[src/sv/bscp_pkg.sv]
// Shared types, constants and helpers for the bit string concat packer.
// Used by the front, queue, back and top-level modules; no dependencies.
`timescale 1ns / 1ps

package bscp_pkg;

    localparam logic [7:0] BYTE_MASK = 8'hFF;
    localparam logic [3:0] BYTE_BITS = 4'd8;
    localparam int unsigned QUEUE_DEPTH = 2;

    // One classified input transaction: one or two result bytes.
    // The second result, when present, is always the flushed partial byte.
    typedef struct packed {
        logic       two;
        logic [7:0] byte0;
        logic [2:0] unused0;
        logic       last0;
        logic [7:0] byte1;
        logic [2:0] unused1;
    } bscp_entry_t;

    // Queue occupancy seen by the front and the back.
    typedef struct packed {
        logic full;
        logic empty;
    } bscp_qstat_t;

    // Mask that keeps the top nb bits of a byte; nb is already saturated to 8.
    function automatic logic [7:0] valid_mask(input logic [3:0] nb);
        return ~(BYTE_MASK >> nb);
    endfunction

endpackage

[src/sv/bscp_front.sv]
// Front end: accepts input transactions, merges bits into the partial byte
// and classifies the results. Depends on bscp_pkg.
`timescale 1ns / 1ps

module bscp_front (
    input  logic                 clk,
    input  logic                 rst_n,
    input  logic                 item_valid,
    output logic                 item_ready,
    input  logic [7:0]           data_byte,
    input  logic [3:0]           valid_bits,
    input  logic                 flush,
    input  bscp_pkg::bscp_qstat_t qstat,
    output logic                 push,
    output bscp_pkg::bscp_entry_t push_entry
);

    logic [7:0] partial_byte_reg, partial_byte_next;
    logic [2:0] fill_count_reg, fill_count_next;

    logic [3:0] nb;
    logic [7:0] data_m;
    logic [7:0] acc;
    logic [3:0] total;
    logic       full_byte;
    logic [2:0] new_fill;
    logic [7:0] new_partial;
    logic       flush_part;
    logic       accept;

    assign item_ready = !qstat.full;
    assign accept     = item_valid && item_ready;

    always_comb
    begin
        nb          = (valid_bits > bscp_pkg::BYTE_BITS) ? bscp_pkg::BYTE_BITS : valid_bits;
        data_m      = data_byte & bscp_pkg::valid_mask(nb);
        acc         = partial_byte_reg | (data_m >> fill_count_reg);
        total       = {1'b0, fill_count_reg} + nb;
        full_byte   = total[3];
        new_fill    = total[2:0];
        new_partial = full_byte ? 8'(data_m << (bscp_pkg::BYTE_BITS - {1'b0, fill_count_reg}))
                                : acc;
        flush_part  = flush && (new_fill != 3'd0);

        push_entry.two     = full_byte && flush_part;
        push_entry.byte0   = full_byte ? acc : new_partial;
        push_entry.unused0 = full_byte ? 3'd0 : 3'(bscp_pkg::BYTE_BITS - {1'b0, new_fill});
        push_entry.last0   = full_byte ? (flush && !flush_part) : 1'b1;
        push_entry.byte1   = new_partial;
        push_entry.unused1 = 3'(bscp_pkg::BYTE_BITS - {1'b0, new_fill});

        push = accept && (full_byte || flush_part);

        partial_byte_next = partial_byte_reg;
        fill_count_next   = fill_count_reg;
        if (accept)
        begin
            partial_byte_next = flush ? 8'd0 : new_partial;
            fill_count_next   = flush ? 3'd0 : new_fill;
        end
    end

    always_ff @(posedge clk or negedge rst_n)
    begin
        if (!rst_n)
        begin
            partial_byte_reg <= 8'd0;
            fill_count_reg   <= 3'd0;
        end
        else
        begin
            partial_byte_reg <= partial_byte_next;
            fill_count_reg   <= fill_count_next;
        end
    end

endmodule

[src/sv/bscp_queue.sv]
// Two-entry queue of classified transactions between front and back.
// Depends on bscp_pkg.
`timescale 1ns / 1ps

module bscp_queue (
    input  logic                  clk,
    input  logic                  rst_n,
    input  logic                  push,
    input  bscp_pkg::bscp_entry_t push_entry,
    input  logic                  pop,
    output bscp_pkg::bscp_entry_t head_entry,
    output bscp_pkg::bscp_qstat_t qstat
);

    localparam int unsigned PW = $clog2(bscp_pkg::QUEUE_DEPTH);

    bscp_pkg::bscp_entry_t slot_reg [bscp_pkg::QUEUE_DEPTH];
    logic [PW-1:0] wr_ptr_reg, wr_ptr_next;
    logic [PW-1:0] rd_ptr_reg, rd_ptr_next;
    logic [PW:0]   count_reg, count_next;

    assign head_entry  = slot_reg[rd_ptr_reg];
    assign qstat.full  = (count_reg == (PW+1)'(bscp_pkg::QUEUE_DEPTH));
    assign qstat.empty = (count_reg == '0);

    always_comb
    begin
        wr_ptr_next = push ? wr_ptr_reg + 1'b1 : wr_ptr_reg;
        rd_ptr_next = pop  ? rd_ptr_reg + 1'b1 : rd_ptr_reg;
        count_next  = count_reg + (PW+1)'(push) - (PW+1)'(pop);
    end

    always_ff @(posedge clk or negedge rst_n)
    begin
        if (!rst_n)
        begin
            wr_ptr_reg <= '0;
            rd_ptr_reg <= '0;
            count_reg  <= '0;
        end
        else
        begin
            wr_ptr_reg <= wr_ptr_next;
            rd_ptr_reg <= rd_ptr_next;
            count_reg  <= count_next;
        end
    end

    always_ff @(posedge clk)
    begin
        if (push)
        begin
            slot_reg[wr_ptr_reg] <= push_entry;
        end
    end

endmodule

[src/sv/bscp_back.sv]
// Back end: drains queued entries into the output register, one result per
// cycle unless stalled, two-result entries in turn. Depends on bscp_pkg.
`timescale 1ns / 1ps

module bscp_back (
    input  logic                  clk,
    input  logic                  rst_n,
    input  bscp_pkg::bscp_entry_t head_entry,
    input  bscp_pkg::bscp_qstat_t qstat,
    output logic                  pop,
    output logic                  result_valid,
    input  logic                  result_ready,
    output logic [7:0]            packed_byte,
    output logic [2:0]            unused_bits,
    output logic                  last
);

    logic       out_valid_reg, out_valid_next;
    logic       phase_reg, phase_next;
    logic [7:0] byte_reg, byte_next;
    logic [2:0] unused_reg, unused_next;
    logic       last_reg, last_next;
    logic       slot_free;

    assign result_valid = out_valid_reg;
    assign packed_byte  = byte_reg;
    assign unused_bits  = unused_reg;
    assign last         = last_reg;

    always_comb
    begin
        slot_free      = !out_valid_reg || result_ready;
        out_valid_next = out_valid_reg && !result_ready;
        phase_next     = phase_reg;
        byte_next      = byte_reg;
        unused_next    = unused_reg;
        last_next      = last_reg;
        pop            = 1'b0;

        if (slot_free && !qstat.empty)
        begin
            out_valid_next = 1'b1;
            if (phase_reg)
            begin
                byte_next   = head_entry.byte1;
                unused_next = head_entry.unused1;
                last_next   = 1'b1;
                pop         = 1'b1;
                phase_next  = 1'b0;
            end
            else
            begin
                byte_next   = head_entry.byte0;
                unused_next = head_entry.unused0;
                last_next   = head_entry.last0;
                pop         = !head_entry.two;
                phase_next  = head_entry.two;
            end
        end
    end

    always_ff @(posedge clk or negedge rst_n)
    begin
        if (!rst_n)
        begin
            out_valid_reg <= 1'b0;
            phase_reg     <= 1'b0;
        end
        else
        begin
            out_valid_reg <= out_valid_next;
            phase_reg     <= phase_next;
        end
    end

    always_ff @(posedge clk)
    begin
        byte_reg   <= byte_next;
        unused_reg <= unused_next;
        last_reg   <= last_next;
    end

endmodule

[src/sv/bit_string_concat_packer_unit.sv]
// Top level of the bit string concat packer: front, queue and back.
// Depends on bscp_pkg, bscp_front, bscp_queue and bscp_back.
`timescale 1ns / 1ps

// Packs bit strings MSB first into a dense octet stream. Each input
// transaction carries a byte whose top valid_bits bits (counts above 8
// saturate to 8) are appended to the stream; lower bits are ignored. A full
// octet is emitted as soon as it fills. With flush set, any pending partial
// byte follows, its unused low bits zeroed, unused_bits giving their count
// and last set; if nothing is pending the octet completed by the flushing
// transaction carries last instead, and a flush with neither gives no
// result. One input transaction can be accepted every cycle while
// item_ready is high. item_ready drops only when the two-entry queue is
// full, which happens when the output is stalled or when transactions that
// produce two results (octet completed plus flushed remainder) come faster
// than the output can drain them, since such a transaction holds the output
// register for both of its results. The output delivers at most one result
// per cycle. result_valid rises once the result has passed through the
// queue slot and then the output register. No configuration.

module bit_string_concat_packer_unit (
    input  logic       clk,
    input  logic       rst_n,
    input  logic       item_valid,
    output logic       item_ready,
    input  logic [7:0] data_byte,
    input  logic [3:0] valid_bits,
    input  logic       flush,
    output logic       result_valid,
    input  logic       result_ready,
    output logic [7:0] packed_byte,
    output logic [2:0] unused_bits,
    output logic       last
);

    // Classified transaction between front and queue, and head of the queue.
    bscp_pkg::bscp_entry_t push_entry;
    bscp_pkg::bscp_entry_t head_entry;
    bscp_pkg::bscp_qstat_t qstat;
    logic                  push;
    logic                  pop;

    // Front: holds the partial byte and fill count, does the shift and merge.
    bscp_front u_front (
        .clk        (clk),
        .rst_n      (rst_n),
        .item_valid (item_valid),
        .item_ready (item_ready),
        .data_byte  (data_byte),
        .valid_bits (valid_bits),
        .flush      (flush),
        .qstat      (qstat),
        .push       (push),
        .push_entry (push_entry)
    );

    // Queue: lets the front keep accepting while the output is stalled.
    bscp_queue u_queue (
        .clk        (clk),
        .rst_n      (rst_n),
        .push       (push),
        .push_entry (push_entry),
        .pop        (pop),
        .head_entry (head_entry),
        .qstat      (qstat)
    );

    // Back: serializes one or two results per entry into the output register.
    bscp_back u_back (
        .clk          (clk),
        .rst_n        (rst_n),
        .head_entry   (head_entry),
        .qstat        (qstat),
        .pop          (pop),
        .result_valid (result_valid),
        .result_ready (result_ready),
        .packed_byte  (packed_byte),
        .unused_bits  (unused_bits),
        .last         (last)
    );

endmodule

[config.mk]
export PLATFORM = sky130hd
export DESIGN_NAME = bit_string_concat_packer_unit
export DESIGN_NICKNAME = d
export VERILOG_FILES = /design/src/sv/bscp_pkg.sv /design/src/sv/bscp_front.sv /design/src/sv/bscp_queue.sv /design/src/sv/bscp_back.sv /design/src/sv/bit_string_concat_packer_unit.sv
export SDC_FILE = /design/constraint.sdc
export NUM_CORES = 1
export LEC_CHECK = 0
export ABC_AREA = 1
export ABC_CLOCK_PERIOD_IN_PS = 8200
export BUFFER_PORTS_ARGS = -buffer_cell sky130_fd_sc_hd__buf_2
export CAP_MARGIN = 20
export CORE_ASPECT_RATIO = 1.4
export CORE_MARGIN = 2
export CORE_UTILIZATION = 51
export DETAILED_ROUTE_END_ITERATION = 8
export GPL_TIMING_DRIVEN = 0
export HOLD_SLACK_MARGIN = 0.06
export PLACE_DENSITY_LB_ADDON = 0.1
export SLEW_MARGIN = 20
export SYNTH_ARGS = -nofsm -noshare
export SYNTH_HDL_FRONTEND = slang
export SYNTH_SLANG_ARGS = --single-unit
[constraint.sdc]
create_clock -name clk -period 8.2 [get_ports clk]
set_input_delay 0.41 -clock clk [delete_from_list [all_inputs] [get_ports clk]]
set_output_delay 0.41 -clock clk [all_outputs]
set_load 0.01 [all_outputs]
Yosys cells after proc, flatten, opt, wreduce, memory -nomap -nowiden
Memories as Yosys holds them, arrays and structs flattened. Index checks and enable logic that the tools add are counted.

Bits in registers: 29. Memory bits (writable): 48. Input port bits: 17. Output and inout port bits: 14. Logic and storage cells: 58. Memories kept: 1.

Memory list: u_queue.slot_reg (words 2, bits a word 24, rd ports 1, clocked after memory_dff 0, write ports 1, RTL line bscp_queue.sv:17) `bscp_pkg::bscp_entry_t slot_reg [bscp_pkg::QUEUE_DEPTH];`.

$add $sub $neg: 7. Magnitude comparators: 1. Equality and inequality tests: 1. Shift operators: 3. Mux-type cells: 15. Bitwise operators: 3. Reductions and logical operators: 17.

Operator list (number): 8-bit 2-to-1 mux (4); 3-bit 2-to-1 mux (3); 8-bit bitwise AND (1); 8-bit inverter (1); 8-bit OR (1); 8-bit by 4-bit << shifter with 8-bit output (1); 8-bit by 3-bit >> shifter with 8-bit output (1); 8-bit by 4-bit >> shifter with 8-bit output, first input constant (1); 1-bit logical AND (7); 1-bit 2-to-1 mux (7); 1-bit logical NOT (6); 3-bit by 4-bit adder with 4-bit output (1); 4-bit greater-than comparator, second input constant (1); 4-bit 2-to-1 mux (1); 4-bit by 3-bit subtractor with 4-bit output, first input constant (1); 3-bit nonzero test (1); 1-bit by 3-bit subtractor with 3-bit output, first input constant (1); 1-bit adder, second input constant (2); 2-bit by 1-bit adder with 2-bit output (1); 2-bit == test, second input constant (1); 2-bit logical NOT (1); 1-bit logical OR (2); 2-bit by 1-bit subtractor with 2-bit output (1).

Longest topological paths before layout
Gate-level depths: netlist (run 1).

Word-level depth: 9. Depth in mapped cells: 14. Mapped depth without buffers: 13.

Hierarchy
From an unflattened synthesis (run 1), not the netlist that was laid out.

Cell total of the unflattened synthesis: 448. Area total of the unflattened synthesis: 4060.1 um^2.

By module, submodules not included: bscp_queue (instances 1, cells an instance 150, area each 2023.2 um^2, seq. area each 1541.5 um^2); bscp_front (instances 1, cells an instance 235, area each 1421.4 um^2, seq. area each 275.3 um^2); bscp_back (instances 1, cells an instance 63, area each 615.6 um^2, seq. area each 410.4 um^2).

Worst setup path before layout (run 1)
OpenSTA, ideal clock, no wires.

Path type: register -> register. Start: register u_front.fill_count_reg[0]. End: memory u_queue.slot_reg[1][0] in the netlist's numbering, enable pin. Library setup time: 0.406 ns. Data arrival time: 2.852 ns. Data required time: 7.794 ns. Path slack: 4.941 ns. Stages on the path, launching flop included: 11. Buffers on the path: 1. Clock period less this slack: 3.259 ns. Path through: dfrtp_1 -> inv_1 -> buf_4 -> nor3_1 -> fa_1 -> inv_1 -> ha_1 -> ha_1 -> o21ai_2 -> nand2_2 -> nor2_1.

Longest elaborated chain between the ends: 7.

RTL lines: start, declared (RTL line bscp_front.sv:19) `logic [2:0] fill_count_reg, fill_count_next;`; start signal, assigned (RTL line bscp_front.sv:74) `fill_count_reg <= fill_count_next;`; 3-bit by 4-bit adder with 4-bit output * (RTL line bscp_front.sv:39) `total = {1'b0, fill_count_reg} + nb;`; 3-bit nonzero test (RTL line bscp_front.sv:44) `flush_part = flush && (new_fill != 3'd0);`; 1-bit logical AND (RTL line bscp_front.sv:44); 1-bit logical OR * (RTL line bscp_front.sv:53) `push = accept && (full_byte || flush_part);`; 1-bit logical AND * (RTL line bscp_front.sv:53); 1-bit 2-to-1 mux * (RTL line bscp_queue.sv:51) `if (push)`; 1-bit 2-to-1 mux (implied by the code) * (RTL line bscp_queue.sv:53) `slot_reg[wr_ptr_reg] <= push_entry;`; end, declared (RTL line bscp_queue.sv:17).

Every way passes the cells marked *; elsewhere a longest branch is shown, timed or not.

Final worst setup path (run 1)
Start: register u_front.fill_count_reg[0]. End: memory u_queue.slot_reg[1][17] in the netlist's numbering, enable pin.

Same word-level chain as after synthesis.

==> impl_metrics.yaml, run 1 <==
floorplan:
  ios: 31
  start_util_pct: 52.1
  dieArea_um2: 8150
  die_y_um: 106
  num_rows: 37
  core_area_um2: 7270
  die_w_um: 76.9
final_layout:
  n_antenna_cell: 0
  syn2layout_area_growth_pct: 12.8
  final-seq-area_um2: 2230
  multi_input_area_um2: 1370
  drive_gt1_share_pct: 21.5
  nets: 439
  largest_reg_flops: 48
  n_fill_cell: 634
route:
  wl_um: 7770
  top_layer: "met4"
  viasPerCell: 5.28
  wl_per_cell_um: 15.1
  dr.pass1.iters: 4
  dr_wl_met3_um: 287
  ant_nets: 0
  wl_met2_um: 4150
  first_iter_violations: 275
  drcViolationCount: 0
  wl_met1_um: 3010
  num_vias: 2727
setup_path:
  crit_type: "register to register"
  slowest_delay_ps: 580
  critical_path.max_fanout: 25
  cp-start-kind: "register"
  critPathArrivalTime_ps: 2970
  r2r_start: "u_front.fill_count_reg[0]"
  setup.worst_path.start: "u_front.fill_count_reg[0]"
  required_ps: 8170
  crit_path_end_kind: "register"
  path_cells: "inv_1 -> buf_4 -> nor3_1 -> fa_1 -> inv_1 -> ha_1 -> ha_1 -> o21ai_2 -> nand2_2 -> nor2_4"
  timing.critical_path.slowest_stage_cell: "nor2_4"
timing:
  rsz0062_at_grt: "no"
  fin_crit_sh_pct: 36.5
  relSlewSlack_pct: 52.6
  maxSlewViolCount: 0
  fin_worst_skew_ps: 7.13
  tns_ps: 0
  period_needed_ps: 2990
  setup_violations: 0
  max_slew.worst_pin.slew_ps: 709
  fmax_mhz: 334
  worst_slack_ps: 5210
  hold_viol: 0
global_routing:
  grt_overflow: 0
  grt_pass1_vias: 2709
  grt_max_degree: 26
  grt_usage_pct: 21.1
  grt_pass1_wl_um: 12900
  antenna_found_initial: 0
yosys:
  yosys_warnings: 0
  synthArstFlopShare_pct: 22.1
  synth_edf_count: 60
  syn_inst: 372
  syn-cell-area_um2: 3790
  postSynthNetCount: 397
  yosysSeqAreaShare_pct: 58.8
  synth.distinct_cells: 37
  ys.flop_type: "edfxtp_1"
  avgSynthCellArea_um2: 10.2
  ys_ff_latch: 77
placement:
  place_congestion: 0.868
  pre_cts_slack_ps: 5100
  io_buffers: 30
  hpwlAfterDp_um: 5680
power:
  p_switching_uw: 657
  p_clk_share_pct: 15.9
  pwr-share-comb_pct: 43.6
  p_sw_share_pct: 38.7
  ir_drop_mv: 0.181
  power-per-cell-area_nw_per_um2: 397
  p_leak_nw: 1.83
  internal_power_mw: 1.04
  seqPwrFrac_pct: 40.5
clock_tree:
  clock_sinks: 77
  ctsRootBufferMaster: "clkbuf_8"
  clock_path_buffers: 2
  cts_tree: "done"
  cts_buffers: 9
  htree_levels: 3
  cts.clk_slew.worst_paths_ps: 70
  cts_resized: 0
  clock_latency_ps: 340
flow_run:
  maxCapViolations: 0
worst_hold_path:
  hold_class: "input pin to register"
  hold_start: "result_ready"
status:
  status: "complete, no violations"
[power groups by stage]
stage | clock (mW) | sequential (mW) | combinational, mW
after CTS | 0.276 | 0.687 | 0.744
after global routing | 0.293 | 0.702 | 0.837
after floorplan | 0 | 0.704 | 0.514
after global placement | 0 | 0.694 | 0.723
after detailed placement | 0 | 0.694 | 0.741
final | 0.270 | 0.687 | 0.739
[path summary, 6_finish.rpt]
kind	end	slack, ps	cells after the start
setup / recovery	u_queue.slot_reg[1][17]	5210	10
hold / removal	u_back.result_valid	280	2
setup reg to reg	u_queue.slot_reg[1][17]	5210	10
hold reg to reg	u_front.partial_byte_reg[1]	480	2
max in group asynchronous	u_queue.rd_ptr_reg	7330	2
min in group asynchronous	u_front.partial_byte_reg[0]	540	2
[synthesized netlist by cell type (2+ instances only)]
cell type | count | area share (%)
a21oi_1 | 5 | 0.66
buf_2 | 2 | 0.26
buf_4 | 3 | 0.59
buf_6 | 2 | 0.59
clkbuf_1 | 6 | 0.59
dfrtp_1 | 17 | 11
edfxtp_1 | 60 | 48
ha_1 | 7 | 2.3
inv_1 | 26 | 2.6
inv_2 | 2 | 0.20
nand2_1 | 78 | 7.7
nand2_2 | 8 | 1.3
nand3_1 | 31 | 4.1
nand3_2 | 11 | 2.9
nand3b_1 | 2 | 0.40
nand4_1 | 3 | 0.50
nor2_1 | 41 | 4.1
nor2_2 | 4 | 0.66
nor2_4 | 2 | 0.59
nor3_1 | 2 | 0.26
o21ai_0 | 26 | 3.4
o21ai_2 | 2 | 0.46
o21bai_2 | 2 | 0.59
o22ai_1 | 15 | 2.5
xnor2_1 | 3 | 0.69
[worst max-delay path, delay by kind of cell, from the launching register on]
kind            cells  cell delay [ps]
simple gates        3              800
buf+inv             3              390
flops               1              420
fa+ha+maj           3              890
compound gates      1              130
[per-layer routing]
metal	global-route usage, %	up-vias
met1	23.3	1262
met5	0	-
met4	13.8	0
met2	37.7	79
met3	2.80	23
li1	-	1363
[logic make-up after synthesis]
logic type | Yosys count | synth area share (%)
adders and majority gates | 8 | 2.84
AOI/OAI and AO/OA | 54 | 8.39
and+or+nand+nor | 184 | 23.1
buffers and inverters | 44 | 5.55
xor gates and xnor gates | 5 | 1.35
DFF | 77 | 58.8
[layout by cell type (no fill, tap or decap), drive strengths merged]
master / count
a21oi: 5
a31o: 2
a31oi: 1
buf: 37
bufinv: 2
clkbuf: 16
clkinv: 6
dfrtp: 17
dlygate4sd3: 1
edfxtp: 60
fa: 1
ha: 7
inv: 29
nand2: 86
nand3: 42
nand3b: 2
nand4: 4
nor2: 47
nor3: 3
o21ai: 29
o21bai: 2
o22ai: 15
xnor2: 4
xor2: 1
[timing repair]
| item | 4_1_cts | 5_1_grt |
|---|---|---|
| buffers inserted | 0 | 0 |
| endpoints found under the hold margin | 17 | 0 |
| hold buffers | 1 | 0 |
[through the flow]
step / total power [mW] / util, % / instances / cell area (um2) / hold WS (ps)
5_1_grt: 1.83 / 58.8 / 516 / 4280 / 280
3_5_place_dp: 1.44 / 56.1 / 499 / 4080 / 411
2_1_floorplan: 1.22 / - / 372 / 3790 / 114
3_3_place_gp: 1.42 / 55.9 / 499 / 4060 / 395
6_report: 1.70 / 58.8 / 516 / 4280 / 275
4_1_cts: 1.71 / 58.8 / 516 / 4280 / 265
[cell type report]
type / count / area share (%)
clock buffers: 10 / 3.22
inverters: 31 / 3.10
well taps: 97 / 2.84
plain buffers: 13 / 1.81
flip-flops and latches: 77 / 52.1
clock inverters: 6 / 1.23
multi-input cells: 251 / 32.0
repair buffers: 31 / 3.74
(Power assumes the default switching activity.)
==> run 2: changes to the inputs <==
--- a/config.mk
+++ b/config.mk
@@ -6,7 +6,7 @@
 export NUM_CORES = 1
 export LEC_CHECK = 0
 export ABC_AREA = 1
-export ABC_CLOCK_PERIOD_IN_PS = 8200
+export ABC_CLOCK_PERIOD_IN_PS = 3000
 export BUFFER_PORTS_ARGS = -buffer_cell sky130_fd_sc_hd__buf_2
 export CAP_MARGIN = 20
 export CORE_ASPECT_RATIO = 1.4
==> constraint.sdc (replaced) <==
create_clock -name clk -period 3 [get_ports clk]
set_input_delay 0.15 -clock clk [delete_from_list [all_inputs] [get_ports clk]]
set_output_delay 0.15 -clock clk [all_outputs]
set_load 0.01 [all_outputs]
==> impl_metrics.yaml, run 2 (synthesized netlist as in run 1, its figures left out) <==
status:
  status: "complete, no violations"
worst_hold_path:
  hold_start: "flush"
  hold_class: "input pin to register"
timing:
  hold_viol: 0
  max_slew.worst_pin.slew_ps: 694
  setup_violations: 0
  relSlewSlack_pct: 53.6
  fin_worst_skew_ps: 7.99
  tns_ps: 0
  fmax_mhz: 352
  fin_crit_sh_pct: 94.8
  maxSlewViolCount: 0
  period_needed_ps: 2840
  timing.hold.ws_ps: 165
final_layout:
  drive_gt1_share_pct: 21.7
  n_fill_cell: 626
  syn2layout_area_growth_pct: 15.0
  final_cell_mix: "nand2_1 (78), edfxtp_1 (60), nor2_1 (39)"
  layout_commonest_cell: "nand2_1"
  postLayoutCellArea_um2: 4360
  largest_reg_flops: 48
  n_antenna_cell: 0
  layout.cells.non_filler: 517
  nets: 440
route:
  ant_nets: 0
  viasPerCell: 5.24
  first_iter_violations: 196
  wl_um: 7790
  wl_per_cell_um: 15.1
  num_vias: 2709
  dr.pass1.iters: 4
  drcViolationCount: 0
floorplan:
  die_y_um: 106
  core_area_um2: 7270
  ios: 31
  num_rows: 37
  die_w_um: 76.9
  dieArea_um2: 8150
  start_util_pct: 52.1
placement:
  place_congestion: 0.906
  io_buffers: 30
  placed_cell_area_um2: 4080
  dp_cells: 499
  hpwlAfterDp_um: 5700
setup_path:
  crit_path_end_kind: "register"
  setup.worst_path.start: "u_front.fill_count_reg[0]"
  cp_num_buf_inv: 3
  cp_top_family: "adder cells"
  timing.critical_path.slowest_stage_cell: "nor2_4"
  cp-start-kind: "register"
  critical_path.max_fanout: 25
  critPathArrivalTime_ps: 2810
  r2r_start: "u_front.fill_count_reg[0]"
  path_cells: "inv_2 -> buf_8 -> nor3_1 -> fa_1 -> inv_1 -> ha_1 -> ha_4 -> o21ai_4 -> nand2_4 -> nor2_4"
  slowest_delay_ps: 540
  required_ps: 2970
  crit_type: "register to register"
clock_tree:
  cts_buffers: 9
  cts_tree: "done"
  htree_levels: 3
  clock_path_buffers: 2
  cts.clk_slew.worst_paths_ps: 80
  postCtsSetupBuffers: 0
  clock_sinks: 77
  clock_latency_ps: 340
  ctsRootBufferMaster: "clkbuf_8"
global_routing:
  antenna_found_initial: 0
  grt_pass1_vias: 2673
  grt_overflow: 0
  grt_usage_pct: 20.7
  grt_max_degree: 26
  grt_pass1_wl_um: 12800
flow_run:
  maxCapViolations: 0
power:
  p_leak_nw: 1.85
  total_power_mw: 4.85
  power-per-cell-area_nw_per_um2: 1110
  ir_drop_mv: 0.415
run 2: routing by layer:
metal	vias up	wire length, um	global-route usage, %
li1	1362	-	-
met1	1271	3080	22.7
met2	63	4280	38.7
met3	13	228	3.74
met4	0	197	9.35
met5	-	0	0
run 2: layout make-up:
| cell class | instances | area, um2 | area share [%] |
|---|---|---|---|
| clock buffers | 10 | 128 | 2.93 |
| repair buffers | 32 | 170 | 3.90 |
| inverters | 31 | 133 | 3.04 |
| well taps | 97 | 121 | 2.78 |
| plain buffers | 13 | 85.1 | 1.95 |
| clock inverters | 6 | 103 | 2.35 |
| multi-input cells | 251 | 1390 | 31.9 |
| flip-flops and latches | 77 | 2230 | 51.1 |
run 2: worst paths after layout:
| kind | end | slack (ps) | depth (start not counted) |
|---|---|---|---|
| worst max-delay path | u_queue.slot_reg[1][21] | 160 | 10 |
| worst min-delay path | u_queue.slot_reg[0][11] | 160 | 3 |
| worst max register to register | u_queue.slot_reg[1][21] | 160 | 10 |
| worst min register to register | u_front.partial_byte_reg[4] | 490 | 2 |
| max in group asynchronous | u_front.partial_byte_reg[6] | 2430 | 2 |
| min in group asynchronous | u_back.phase_reg | 270 | 2 |
run 2: worst register-to-register path: cells and delay by family (launching register included):
family          cells  cell delay [ps]
compound gates      1              140
fa+ha+maj           3              870
buf+inv             3              310
flops               1              420
simple gates        3              720
run 2: per-stage QoR:
stage	utilization, %	setup WS [ps]
6_report	60.0	157
5_1_grt	60.0	-7.86
4_1_cts	59.6	24.0
3_5_place_dp	56.1	0.513
3_3_place_gp	55.9	-378
2_1_floorplan	-	142
run 2: power breakdown:
group          total, mW  internal, mW  switching [mW]
Combinational       2.07         0.738            1.34
Clock              0.896         0.546           0.350
Sequential          1.88          1.75           0.133
run 2: repair_timing:
item	CTS	global route
gates resized for setup	1	6
hold buffers	2	0
endpoints found under the hold margin	18	0
endpoints found under the setup margin	36	49
